## src/rtl/rtd_pkg.sv

```systemverilog
// ----------------------------------------------------------------------------
// rtd_pkg
// Shared types and constants for the run-length tag stream decoder.
// ----------------------------------------------------------------------------
package rtd_pkg;

   // tag split: below is a literal run, at or above is a repeat
   localparam logic [7:0] TAG_SPLIT = 8'h80;

   // depth of the command queue between front and back (power of two)
   localparam int QUEUE_DEPTH = 2;
   localparam int QPTR_W      = $clog2(QUEUE_DEPTH);

   typedef enum logic [1:0] {
      STATUS_OK      = 2'd0,
      STATUS_CORRUPT = 2'd1,
      STATUS_LIMIT   = 2'd2
   } status_type;

   typedef enum logic [1:0] {
      CMD_LITERAL,
      CMD_REPEAT,
      CMD_STATUS
   } cmd_kind_type;

   typedef struct packed {
      logic [7:0] in_byte;
      logic       in_last;
   } req_data_type;

   typedef struct packed {
      logic [7:0]  out_byte;
      logic [7:0]  out_count;
      logic        out_final;
      logic [1:0]  out_status;
      logic [15:0] out_total;
   } rsp_data_type;

   // command from the front to the back
   typedef struct packed {
      cmd_kind_type kind;
      logic [7:0]   data;
      logic [7:0]   count;
      logic         final_flag;
      status_type   status;
      logic [15:0]  total;
   } cmd_type;

endpackage

```

## src/rtl/rtd_front.sv

```systemverilog
// ----------------------------------------------------------------------------
// rtd_front
// Takes compressed bytes, tracks the stream state and issues commands.
// ----------------------------------------------------------------------------
module rtd_front #(
   parameter int LEN_WIDTH = 16
) (
   input  logic                  clock,
   input  logic                  reset,
   input  logic                  csr_wr_en,
   input  logic [15:0]           csr_wr_data,
   input  logic                  req_valid,
   input  rtd_pkg::req_data_type req_data,
   input  logic                  queue_full,
   output logic                  req_ready,
   output logic                  cmd_push,
   output rtd_pkg::cmd_type      cmd
);

   localparam int CMP_W = ((LEN_WIDTH > 16) ? LEN_WIDTH : 16) + 1;

   logic                   in_literal_ff, in_literal_in;
   logic [7:0]             literal_left_ff, literal_left_in;
   logic [LEN_WIDTH-1:0]   produced_ff, produced_in;
   rtd_pkg::status_type    failed_ff, failed_in;
   logic                   limit_reached_ff, limit_reached_in;
   logic [15:0]            limit_ff;

   logic                   accept;
   logic [CMP_W-1:0]       produced_wide;
   logic [CMP_W-1:0]       limit_wide;
   logic [CMP_W-1:0]       run_len;
   logic [CMP_W-1:0]       run_sum;
   logic [LEN_WIDTH-1:0]   run_next;
   logic [LEN_WIDTH-1:0]   lit_next;
   logic                   run_over;
   logic                   at_limit;
   logic [15:0]            produced_total;
   rtd_pkg::status_type    fail_code;
   logic                   clear;

   assign req_ready = !queue_full;
   assign accept    = req_valid && req_ready;

   // run length, the adds and the compares against the limit
   assign produced_wide  = CMP_W'(produced_ff);
   assign limit_wide     = CMP_W'(limit_ff);
   assign run_len        = CMP_W'(req_data.in_byte[6:0]) + CMP_W'(1);
   assign run_sum        = produced_wide + run_len;
   assign run_next       = LEN_WIDTH'(run_sum);
   assign lit_next       = produced_ff + LEN_WIDTH'(1);
   assign run_over       = run_sum > limit_wide;
   assign at_limit       = produced_wide >= limit_wide;
   assign produced_total = 16'(produced_wide);

   // classify the byte and decide the command
   always_comb begin
      in_literal_in    = in_literal_ff;
      literal_left_in  = literal_left_ff;
      produced_in      = produced_ff;
      failed_in        = failed_ff;
      limit_reached_in = limit_reached_ff;
      fail_code        = rtd_pkg::STATUS_OK;
      clear            = 1'b0;
      cmd_push         = 1'b0;
      cmd.kind         = rtd_pkg::CMD_STATUS;
      cmd.data         = 8'd0;
      cmd.count        = 8'd0;
      cmd.final_flag   = 1'b1;
      cmd.status       = rtd_pkg::STATUS_OK;
      cmd.total        = 16'd0;

      if (accept) begin
         if (failed_ff != rtd_pkg::STATUS_OK || limit_reached_ff) begin
            // stream already settled, wait for its end
            if (req_data.in_last) begin
               cmd_push   = 1'b1;
               cmd.status = failed_ff;
               cmd.total  = (failed_ff == rtd_pkg::STATUS_OK) ? produced_total : 16'd0;
               clear      = 1'b1;
            end
         end else if (in_literal_ff) begin
            if (req_data.in_last && literal_left_ff > 8'd1) begin
               // literal run cut off by the end of the stream
               cmd_push   = 1'b1;
               cmd.status = rtd_pkg::STATUS_CORRUPT;
               clear      = 1'b1;
            end else begin
               produced_in     = lit_next;
               literal_left_in = literal_left_ff - 8'd1;
               in_literal_in   = (literal_left_ff != 8'd1);
               cmd_push        = 1'b1;
               cmd.kind        = rtd_pkg::CMD_LITERAL;
               cmd.data        = req_data.in_byte;
               cmd.count       = 8'd1;
               cmd.final_flag  = req_data.in_last;
               cmd.total       = req_data.in_last ? 16'(CMP_W'(lit_next)) : 16'd0;
               clear           = req_data.in_last;
            end
         end else if (at_limit) begin
            // limit reached or passed: drop the rest of the stream
            limit_reached_in = 1'b1;
            if (req_data.in_last) begin
               cmd_push   = 1'b1;
               cmd.total  = produced_total;
               clear      = 1'b1;
            end
         end else if (req_data.in_byte < rtd_pkg::TAG_SPLIT) begin
            // literal tag
            if (run_over) begin
               fail_code = rtd_pkg::STATUS_LIMIT;
            end else if (req_data.in_last) begin
               fail_code = rtd_pkg::STATUS_CORRUPT;
            end else begin
               in_literal_in   = 1'b1;
               literal_left_in = 8'(run_len);
            end
            failed_in = fail_code;
            if (req_data.in_last) begin
               cmd_push   = 1'b1;
               cmd.status = fail_code;
               clear      = 1'b1;
            end
         end else begin
            // repeat tag
            if (produced_ff == '0) begin
               fail_code = rtd_pkg::STATUS_CORRUPT;
            end else if (run_over) begin
               fail_code = rtd_pkg::STATUS_LIMIT;
            end
            failed_in = fail_code;
            if (fail_code == rtd_pkg::STATUS_OK) begin
               produced_in    = run_next;
               cmd_push       = 1'b1;
               cmd.kind       = rtd_pkg::CMD_REPEAT;
               cmd.count      = 8'(run_len);
               cmd.final_flag = req_data.in_last;
               cmd.total      = req_data.in_last ? 16'(CMP_W'(run_next)) : 16'd0;
               clear          = req_data.in_last;
            end else if (req_data.in_last) begin
               cmd_push   = 1'b1;
               cmd.status = fail_code;
               clear      = 1'b1;
            end
         end

         // end of stream: back to a fresh stream
         if (clear) begin
            in_literal_in    = 1'b0;
            literal_left_in  = 8'd0;
            produced_in      = '0;
            failed_in        = rtd_pkg::STATUS_OK;
            limit_reached_in = 1'b0;
         end
      end
   end

   // stream state
   always_ff @(posedge clock) begin
      if (reset) begin
         in_literal_ff    <= 1'b0;
         literal_left_ff  <= 8'd0;
         produced_ff      <= '0;
         failed_ff        <= rtd_pkg::STATUS_OK;
         limit_reached_ff <= 1'b0;
      end else begin
         in_literal_ff    <= in_literal_in;
         literal_left_ff  <= literal_left_in;
         produced_ff      <= produced_in;
         failed_ff        <= failed_in;
         limit_reached_ff <= limit_reached_in;
      end
   end

   // output limit register
   always_ff @(posedge clock) begin
      if (reset) begin
         limit_ff <= 16'hFFFF;
      end else if (csr_wr_en) begin
         limit_ff <= csr_wr_data;
      end
   end

endmodule

```

## src/rtl/rtd_queue.sv

```systemverilog
// ----------------------------------------------------------------------------
// rtd_queue
// Small command queue that lets the front and the back stall on their own.
// ----------------------------------------------------------------------------
module rtd_queue (
   input  logic             clock,
   input  logic             reset,
   input  logic             push,
   input  rtd_pkg::cmd_type push_cmd,
   input  logic             pop,
   output logic             full,
   output logic             head_valid,
   output rtd_pkg::cmd_type head_cmd
);

   rtd_pkg::cmd_type                entry_ff [rtd_pkg::QUEUE_DEPTH];
   logic [rtd_pkg::QPTR_W-1:0]      wr_ptr_ff, wr_ptr_in;
   logic [rtd_pkg::QPTR_W-1:0]      rd_ptr_ff, rd_ptr_in;
   logic [rtd_pkg::QPTR_W:0]        level_ff, level_in;

   assign full       = (level_ff == (rtd_pkg::QPTR_W+1)'(rtd_pkg::QUEUE_DEPTH));
   assign head_valid = (level_ff != '0);
   assign head_cmd   = entry_ff[rd_ptr_ff];

   // pointer and fill level update
   always_comb begin
      wr_ptr_in = push ? wr_ptr_ff + 1'b1 : wr_ptr_ff;
      rd_ptr_in = pop  ? rd_ptr_ff + 1'b1 : rd_ptr_ff;
      level_in  = level_ff;
      if (push && !pop) begin
         level_in = level_ff + 1'b1;
      end else if (pop && !push) begin
         level_in = level_ff - 1'b1;
      end
   end

   always_ff @(posedge clock) begin
      if (reset) begin
         wr_ptr_ff <= '0;
         rd_ptr_ff <= '0;
         level_ff  <= '0;
      end else begin
         wr_ptr_ff <= wr_ptr_in;
         rd_ptr_ff <= rd_ptr_in;
         level_ff  <= level_in;
      end
   end

   // entry storage
   always_ff @(posedge clock) begin
      if (push) begin
         entry_ff[wr_ptr_ff] <= push_cmd;
      end
   end

endmodule

```

## src/rtl/rtd_back.sv

```systemverilog
// ----------------------------------------------------------------------------
// rtd_back
// Carries out commands: tracks the last byte and fills the result register.
// ----------------------------------------------------------------------------
module rtd_back (
   input  logic                  clock,
   input  logic                  reset,
   input  logic                  cmd_valid,
   input  rtd_pkg::cmd_type      cmd,
   output logic                  cmd_pop,
   output logic                  rsp_valid,
   input  logic                  rsp_ready,
   output rtd_pkg::rsp_data_type rsp_data
);

   logic                  rsp_valid_ff, rsp_valid_in;
   rtd_pkg::rsp_data_type rsp_data_ff, rsp_data_in;
   logic [7:0]            last_output_ff;

   assign cmd_pop   = cmd_valid && (!rsp_valid_ff || rsp_ready);
   assign rsp_valid = rsp_valid_ff;
   assign rsp_data  = rsp_data_ff;

   // build the result from the command
   always_comb begin
      rsp_valid_in = rsp_valid_ff && !rsp_ready;
      if (cmd_pop) begin
         rsp_valid_in = 1'b1;
      end
      rsp_data_in.out_count  = cmd.count;
      rsp_data_in.out_final  = cmd.final_flag;
      rsp_data_in.out_status = cmd.status;
      rsp_data_in.out_total  = cmd.total;
      case (cmd.kind)
         rtd_pkg::CMD_LITERAL: rsp_data_in.out_byte = cmd.data;
         rtd_pkg::CMD_REPEAT:  rsp_data_in.out_byte = last_output_ff;
         default:              rsp_data_in.out_byte = 8'd0;
      endcase
   end

   always_ff @(posedge clock) begin
      if (reset) begin
         rsp_valid_ff <= 1'b0;
      end else begin
         rsp_valid_ff <= rsp_valid_in;
      end
   end

   // result payload and last decoded byte
   always_ff @(posedge clock) begin
      if (cmd_pop) begin
         rsp_data_ff <= rsp_data_in;
         if (cmd.kind == rtd_pkg::CMD_LITERAL) begin
            last_output_ff <= cmd.data;
         end
      end
   end

endmodule

```

## src/rtl/rle_tag_stream_decoder.sv

```systemverilog
// A req transfer reaches rsp_valid through the queue entry, then the
// result register.
// Throughput: one compressed byte per cycle; the front stalls only while the
// two-entry command queue is full, which needs rsp_ready to have been held low.
// Reset (synchronous, active high) clears the stream state and the queue,
// drops any pending result and sets the output limit to 65535.
// ----------------------------------------------------------------------------
// rle_tag_stream_decoder
// Run-length tag stream decoder: literal runs and repeats of the last byte.
// ----------------------------------------------------------------------------
module rle_tag_stream_decoder #(
   parameter int LEN_WIDTH = 16
) (
   input  logic                  clock,
   input  logic                  reset,
   input  logic                  csr_wr_en,
   input  logic [15:0]           csr_wr_data,
   input  logic                  req_valid,
   output logic                  req_ready,
   input  rtd_pkg::req_data_type req_data,
   output logic                  rsp_valid,
   input  logic                  rsp_ready,
   output rtd_pkg::rsp_data_type rsp_data
);

   logic             queue_full;
   logic             cmd_push;
   rtd_pkg::cmd_type push_cmd;
   logic             cmd_pop;
   logic             head_valid;
   rtd_pkg::cmd_type head_cmd;

   // classify bytes and track the stream
   rtd_front #(
      .LEN_WIDTH(LEN_WIDTH)
   ) u_front (
      .clock       (clock),
      .reset       (reset),
      .csr_wr_en   (csr_wr_en),
      .csr_wr_data (csr_wr_data),
      .req_valid   (req_valid),
      .req_data    (req_data),
      .queue_full  (queue_full),
      .req_ready   (req_ready),
      .cmd_push    (cmd_push),
      .cmd         (push_cmd)
   );

   // decoupling queue
   rtd_queue u_queue (
      .clock      (clock),
      .reset      (reset),
      .push       (cmd_push),
      .push_cmd   (push_cmd),
      .pop        (cmd_pop),
      .full       (queue_full),
      .head_valid (head_valid),
      .head_cmd   (head_cmd)
   );

   // build results
   rtd_back u_back (
      .clock     (clock),
      .reset     (reset),
      .cmd_valid (head_valid),
      .cmd       (head_cmd),
      .cmd_pop   (cmd_pop),
      .rsp_valid (rsp_valid),
      .rsp_ready (rsp_ready),
      .rsp_data  (rsp_data)
   );

   // never push into a full queue
   assert property (@(posedge clock) disable iff (reset)
      !(cmd_push && queue_full))
      else $error("command pushed into a full queue");

   // an error final result carries no byte and no total
   assert property (@(posedge clock) disable iff (reset)
      (rsp_valid && rsp_data.out_final &&
       rsp_data.out_status != rtd_pkg::STATUS_OK)
      |-> (rsp_data.out_count == 8'd0 && rsp_data.out_total == 16'd0))
      else $error("error result carries data");

   // a result that is not final carries data and no status
   assert property (@(posedge clock) disable iff (reset)
      (rsp_valid && !rsp_data.out_final)
      |-> (rsp_data.out_count != 8'd0 && rsp_data.out_status == rtd_pkg::STATUS_OK &&
           rsp_data.out_total == 16'd0))
      else $error("malformed intermediate result");

   // a popped command always lands in the result register
   assert property (@(posedge clock) disable iff (reset)
      cmd_pop |=> rsp_valid)
      else $error("popped command lost");

endmodule

```

## config.mk

```make
export PLATFORM = sky130hd
export DESIGN_NAME = rle_tag_stream_decoder
export DESIGN_NICKNAME = d
export VERILOG_FILES = /design/src/rtl/rtd_pkg.sv /design/src/rtl/rtd_front.sv /design/src/rtl/rtd_queue.sv /design/src/rtl/rtd_back.sv /design/src/rtl/rle_tag_stream_decoder.sv
export SDC_FILE = /design/constraint.sdc
export NUM_CORES = 1
export LEC_CHECK = 0
export ABC_CLOCK_PERIOD_IN_PS = 7100
export BUFFER_PORTS_ARGS = -buffer_cell sky130_fd_sc_hd__buf_2
export CORE_AREA = 2 2 179 181
export DETAILED_ROUTE_END_ITERATION = 8
export DIE_AREA = 0 0 181 183
export GPL_ROUTABILITY_DRIVEN = 1
export PLACE_DENSITY = 0.57
export SETUP_SLACK_MARGIN = 0.05
export SYNTH_ARGS = -nofsm -noshare
export SYNTH_HDL_FRONTEND = slang
export SYNTH_HIERARCHICAL = 1
export SYNTH_SLANG_ARGS = --single-unit
```

## constraint.sdc

```tcl
create_clock -name clock -period 7.1 [get_ports clock]
set_clock_uncertainty 0.1 [all_clocks]
set_input_delay 0.71 -clock clock [delete_from_list [all_inputs] [get_ports clock]]
set_output_delay 0.71 -clock clock [all_outputs]
set_load 0.005 [all_outputs]
```

==> reports/qor.csv <==
stage,metric,value,unit
drt,drt first-iter violations,671,
floorplanning,Initial Utilization,0.2962,
setup_path,FF-to-FF setup slack,1.28,ns
synth,Synth Area in Adders,0.06575,
finish,"leading cell type in the layout, fill and taps excluded",edfxtp_1,
clock_network,CTS H-tree depth,4,
global_routing,total gr overflow,0,
clock_network,Post-CTS Hold Fix Bufs,0,
setup_path,slowest CP cell,o21ai_0,
status,status,"finished, final reports clean",
placed_design,GP Congestion,0.9081,
synth,XOR/XNOR Fraction of Synth Area,0.03883,
clock_network,root buffer cell,clkbuf_16,
drt,vias per std cell,5.291,
finish,"commonest cells after routing, fill and taps aside","edfxtp_1, nand2_1, buf_2, nor2_1, dfxtp_1",
synth,Main synth FF type,edfxtp_1,
drt,routed wl met3,1878,um
finish,# diodes,0,
synth,mux contribution to synthesized area,0.06913,
floorplanning,Die Height,183,um
clock_network,CTS tree,built,
timing,Finish-stage setup viols,0,
synth,Avg Inst Size Synth,10.37,um2
setup_path,FF-to-FF End,u_queue/level_ff[1]$_SDFFE_PP0P_,
setup_path,Worst path most repeated cell,ha_1,
timing,Slew HR,0.2233,
timing,Max Freq,158.3,MHz
global_routing,initial antenna violation count,0,
global_routing,first-pass GRT wire length,38960,um
synth,mapped cell area,0.009249,mm2
placed_design,detailed placer's ending HPWL,17220,um
synth,Synth async-reset ratio,0,
drt,met2 routed WL,10580,um
clock_network,CTS sink count,167,
setup_path,reg2reg path depth,17,
clock_network,"Reg clk slew, reported paths",0.09,ns
flow_run,max_cap viols,0,
worst_hold_path,hold crit path type,in -> reg,
synth,Post-Synth Simple-Gate Area,0.1388,
timing,post-route clock period utilization,0.8897,
power_and_ir_drop,leakage power,3.833,nW
setup_path,WS Path Type,in -> reg,
power_and_ir_drop,total power per unit cell area,293.4,mW/mm2
synth,sequential fraction of the synthesis area,0.4881,
worst_hold_path,Worst Hold Path EP,u_front/limit_ff[15]$_SDFFE_PP1P_,
finish,storage element area,0.004514,mm2
clock_network,setup repair bufs after CTS,0,
global_routing,vias in the first global route,6804,
drt,via count,7116,
synth,Synth Area in Compound Gates,0.1488,
synth,top-area cell type share of the netlist area,0.3799,
drt,Final ANT Viol Nets,0,
power_and_ir_drop,Tot Pwr,0.003082,W
setup_path,CP Data Required Time,7.35,ns
finish,nets@finish,1008,
synth,Cells after Synth,892,
drt,drt wl/cell,18.48,um
setup_path,Worst path max stage delay,0.64,ns
clock_network,Clock Tree Buf Depth,2,
floorplanning,Std-Cell Rows,65,
placed_design,Port Buffers,66,
setup_path,data arrival time of the worst path,6.57,ns
setup_path,"critical path, cell by cell","buf_2, ha_1, nand3_1, xor2_1, inv_1, ha_1, nand3_1, o211ai_1, a31oi_1, or3_1, xnor2_1, ha_1, nand4_1, nor3_1, a22o_1, o221a_1, nor3_2, o21ai_0, inv_1, ha_1, or3_1, a21oi_1",
drt,routed wire length,24850,um
floorplanning,core area,0.03123,mm2
timing,Fin Setup TNS,0,ns
clock_network,CTS Buf Count,17,
finish,fraction of layout cells with a size suffix above 1,0.1718,
synth,dominant cell type by area after synthesis,edfxtp_1,
power_and_ir_drop,peak supply drop,0.1764,mV
synth,largest family of logic cells by synthesized area,compound AO/OA/AOI/OAI gates,
setup_path,buffers plus inverters on the worst setup path,3,
setup_path,Crit. End Element,flop,
synth,"top cells by area, synth","edfxtp_1, dfxtp_1, ha_1",
timing,Final min period,6.317,ns
timing,Worst-Margin Slew,1.159,ns
synth,syn nets,970,
timing,RSZ-0062 raised after global routing,no,
finish,Layout area overhead,13.57,%
setup_path,reg2reg start,u_front/produced_ff[1]$_SDFFE_PP0P_,
setup_path,Crit path max-delay family,compound AO/OA/AOI/OAI gates,
finish,multi-input combinational cell area,0.004285,mm2
drt,met1 WL,11950,um
drt,DR top layer,met4,
floorplanning,number of I/O pins,67,
clock_network,Skew-Pair Late Insertion Delay,0.44,ns
floorplanning,DIE AREA,0.03312,mm2
timing,final hold viol count,0,
finish,Fill cells,3216,
global_routing,GRT Total Usage,0.1510,
synth,Netlist cell types,70,
drt,DRC,0,
clock_network,# resized after CTS,0,
worst_hold_path,Hold Crit Start,csr_wr_data[15],
global_routing,largest net degree at the start of global routing,45,
setup_path,instance count on the critical path,22,
setup_path,Max Fanout on Critical Path,9,
floorplanning,Die Width,181,um
synth,Synth Register Bits,167,
drt,drt pass-1 iters,5,
synth,yosys warns,6,
synth,"EDFF count, synth",117,
timing,Slew Limit Fails,0,
setup_path,Startpoint Class,input pin,
worst_hold_path,worst hold path stage count,3,
stage by stage:
| step | cells | setup slack [ns] | instance area [um2] | hold WS (ns) | util |
|---|---|---|---|---|---|
| 2_1_floorplan | 892 | 0.4438 | 9249 | 0.3564 | - |
| 3_3_place_gp | 1313 | 0.7041 | 9886 | 0.3734 | 0.3165 |
| 3_5_place_dp | 1313 | 0.4795 | 9886 | 0.3865 | 0.3165 |
| 4_1_cts | 1345 | 0.9049 | 10500 | 0.3635 | 0.3363 |
| 5_1_grt | 1345 | 0.4339 | 10500 | 0.3848 | 0.3363 |
| 6_report | 1345 | 0.7831 | 10500 | 0.3756 | 0.3363 |
cell type report:
class                      instances  area share
clock buffer                      17     0.04050
multi-input combinational        620      0.4080
sequential                       167      0.4298
timing repair buffer              75     0.03788
clock inverter                    15     0.01834
inverter                          49     0.01763
tap                              402     0.04789
worst reg2reg max path, stage by stage, from the launching register on:
cell and delay (ns):
dfxtp_1 0.64, ha_1 0.32, a21oi_1 0.27, o211ai_1 0.19, a31oi_1 0.56, or3_1 0.32, xnor2_1 0.10, ha_1 0.32
nand4_1 0.13, nor3_1 0.26, a22o_1 0.17, o221a_1 0.40, nor3_2 0.10, o21ai_0 0.64, inv_1 0.31, ha_1 0.41
or3_1 0.36, a21oi_1 0.15
power breakdown:
group	leakage, nW	internal [W]	switching, W
clock network	0.296	0.000484	0.000478
registers	1.51	0.00127	0.0000608
logic	2.02	0.000315	0.000470
synthesized netlist by cell type (all sizes together), types with 3 or more instances:
master,n
a41oi,3
nor2b,4
nor4b,3
a221oi,11
buf,18
a2111oi,4
dfxtp,50
xor2,13
or4,3
nor3,16
a31oi,11
edfxtp,117
o211ai,26
xnor2,28
o32ai,5
o22ai,3
o21a,9
a2111o,3
mux2,39
a21oi,48
o2111ai,4
inv,47
nand4,14
ha,47
nor4,4
a211oi,6
nor3b,3
mux2i,20
and2,13
nand3,26
o21ai,49
nor2,65
or3,9
o31ai,5
clkbuf,38
nand2b,8
nand2,89
how the worst max path moves through the flow:
stage / startpoint / endpoint / slack (ns)
4_1_cts: req_data[1] / u_queue/level_ff[1]$_SDFFE_PP0P_ / 0.90
2_1_floorplan: req_data[1] / u_queue/entry_ff[0][0]$_DFFE_PP_ / 0.44
3_3_place_gp: req_data[1] / u_queue/level_ff[1]$_SDFFE_PP0P_ / 0.70
6_report: req_data[1] / u_queue/level_ff[1]$_SDFFE_PP0P_ / 0.78
3_5_place_dp: req_data[1] / u_queue/level_ff[1]$_SDFFE_PP0P_ / 0.48
5_1_grt: req_data[1] / u_queue/level_ff[1]$_SDFFE_PP0P_ / 0.43
flip-flops by register name, summed over array words and instances, names as in the netlist, named ones only:
signal,cells
u_queue/level_ff,2
u_queue/rd_ptr_ff,1
u_front/limit_ff,16
u_queue/wr_ptr_ff,1
u_back/rsp_data,35
u_front/literal_left_ff,8
u_front/failed_ff,2
u_front/produced_ff,16
u_back/last_output_ff,8
u_front/limit_reached_ff,1
u_front/in_literal_ff,1
u_queue/entry_ff,74
u_back/rsp_valid,1
logic make-up after synthesis:
group | after synthesis
XOR/XNOR | 41
multiplexers | 59
buffers and inverters | 105
AND/OR/NAND/NOR | 267
AO/OA/AOI/OAI | 205
adder cells (fa/ha/maj) | 48
flip-flops | 167
metal layers:
layer / vias up / global-route usage
met5: - / 0
met3: 36 / 0.02581
met2: 302 / 0.2262
li1: 3371 / -
met4: 0 / 0.04585
met1: 3407 / 0.2223
Power figures use the tool's default switching activity.
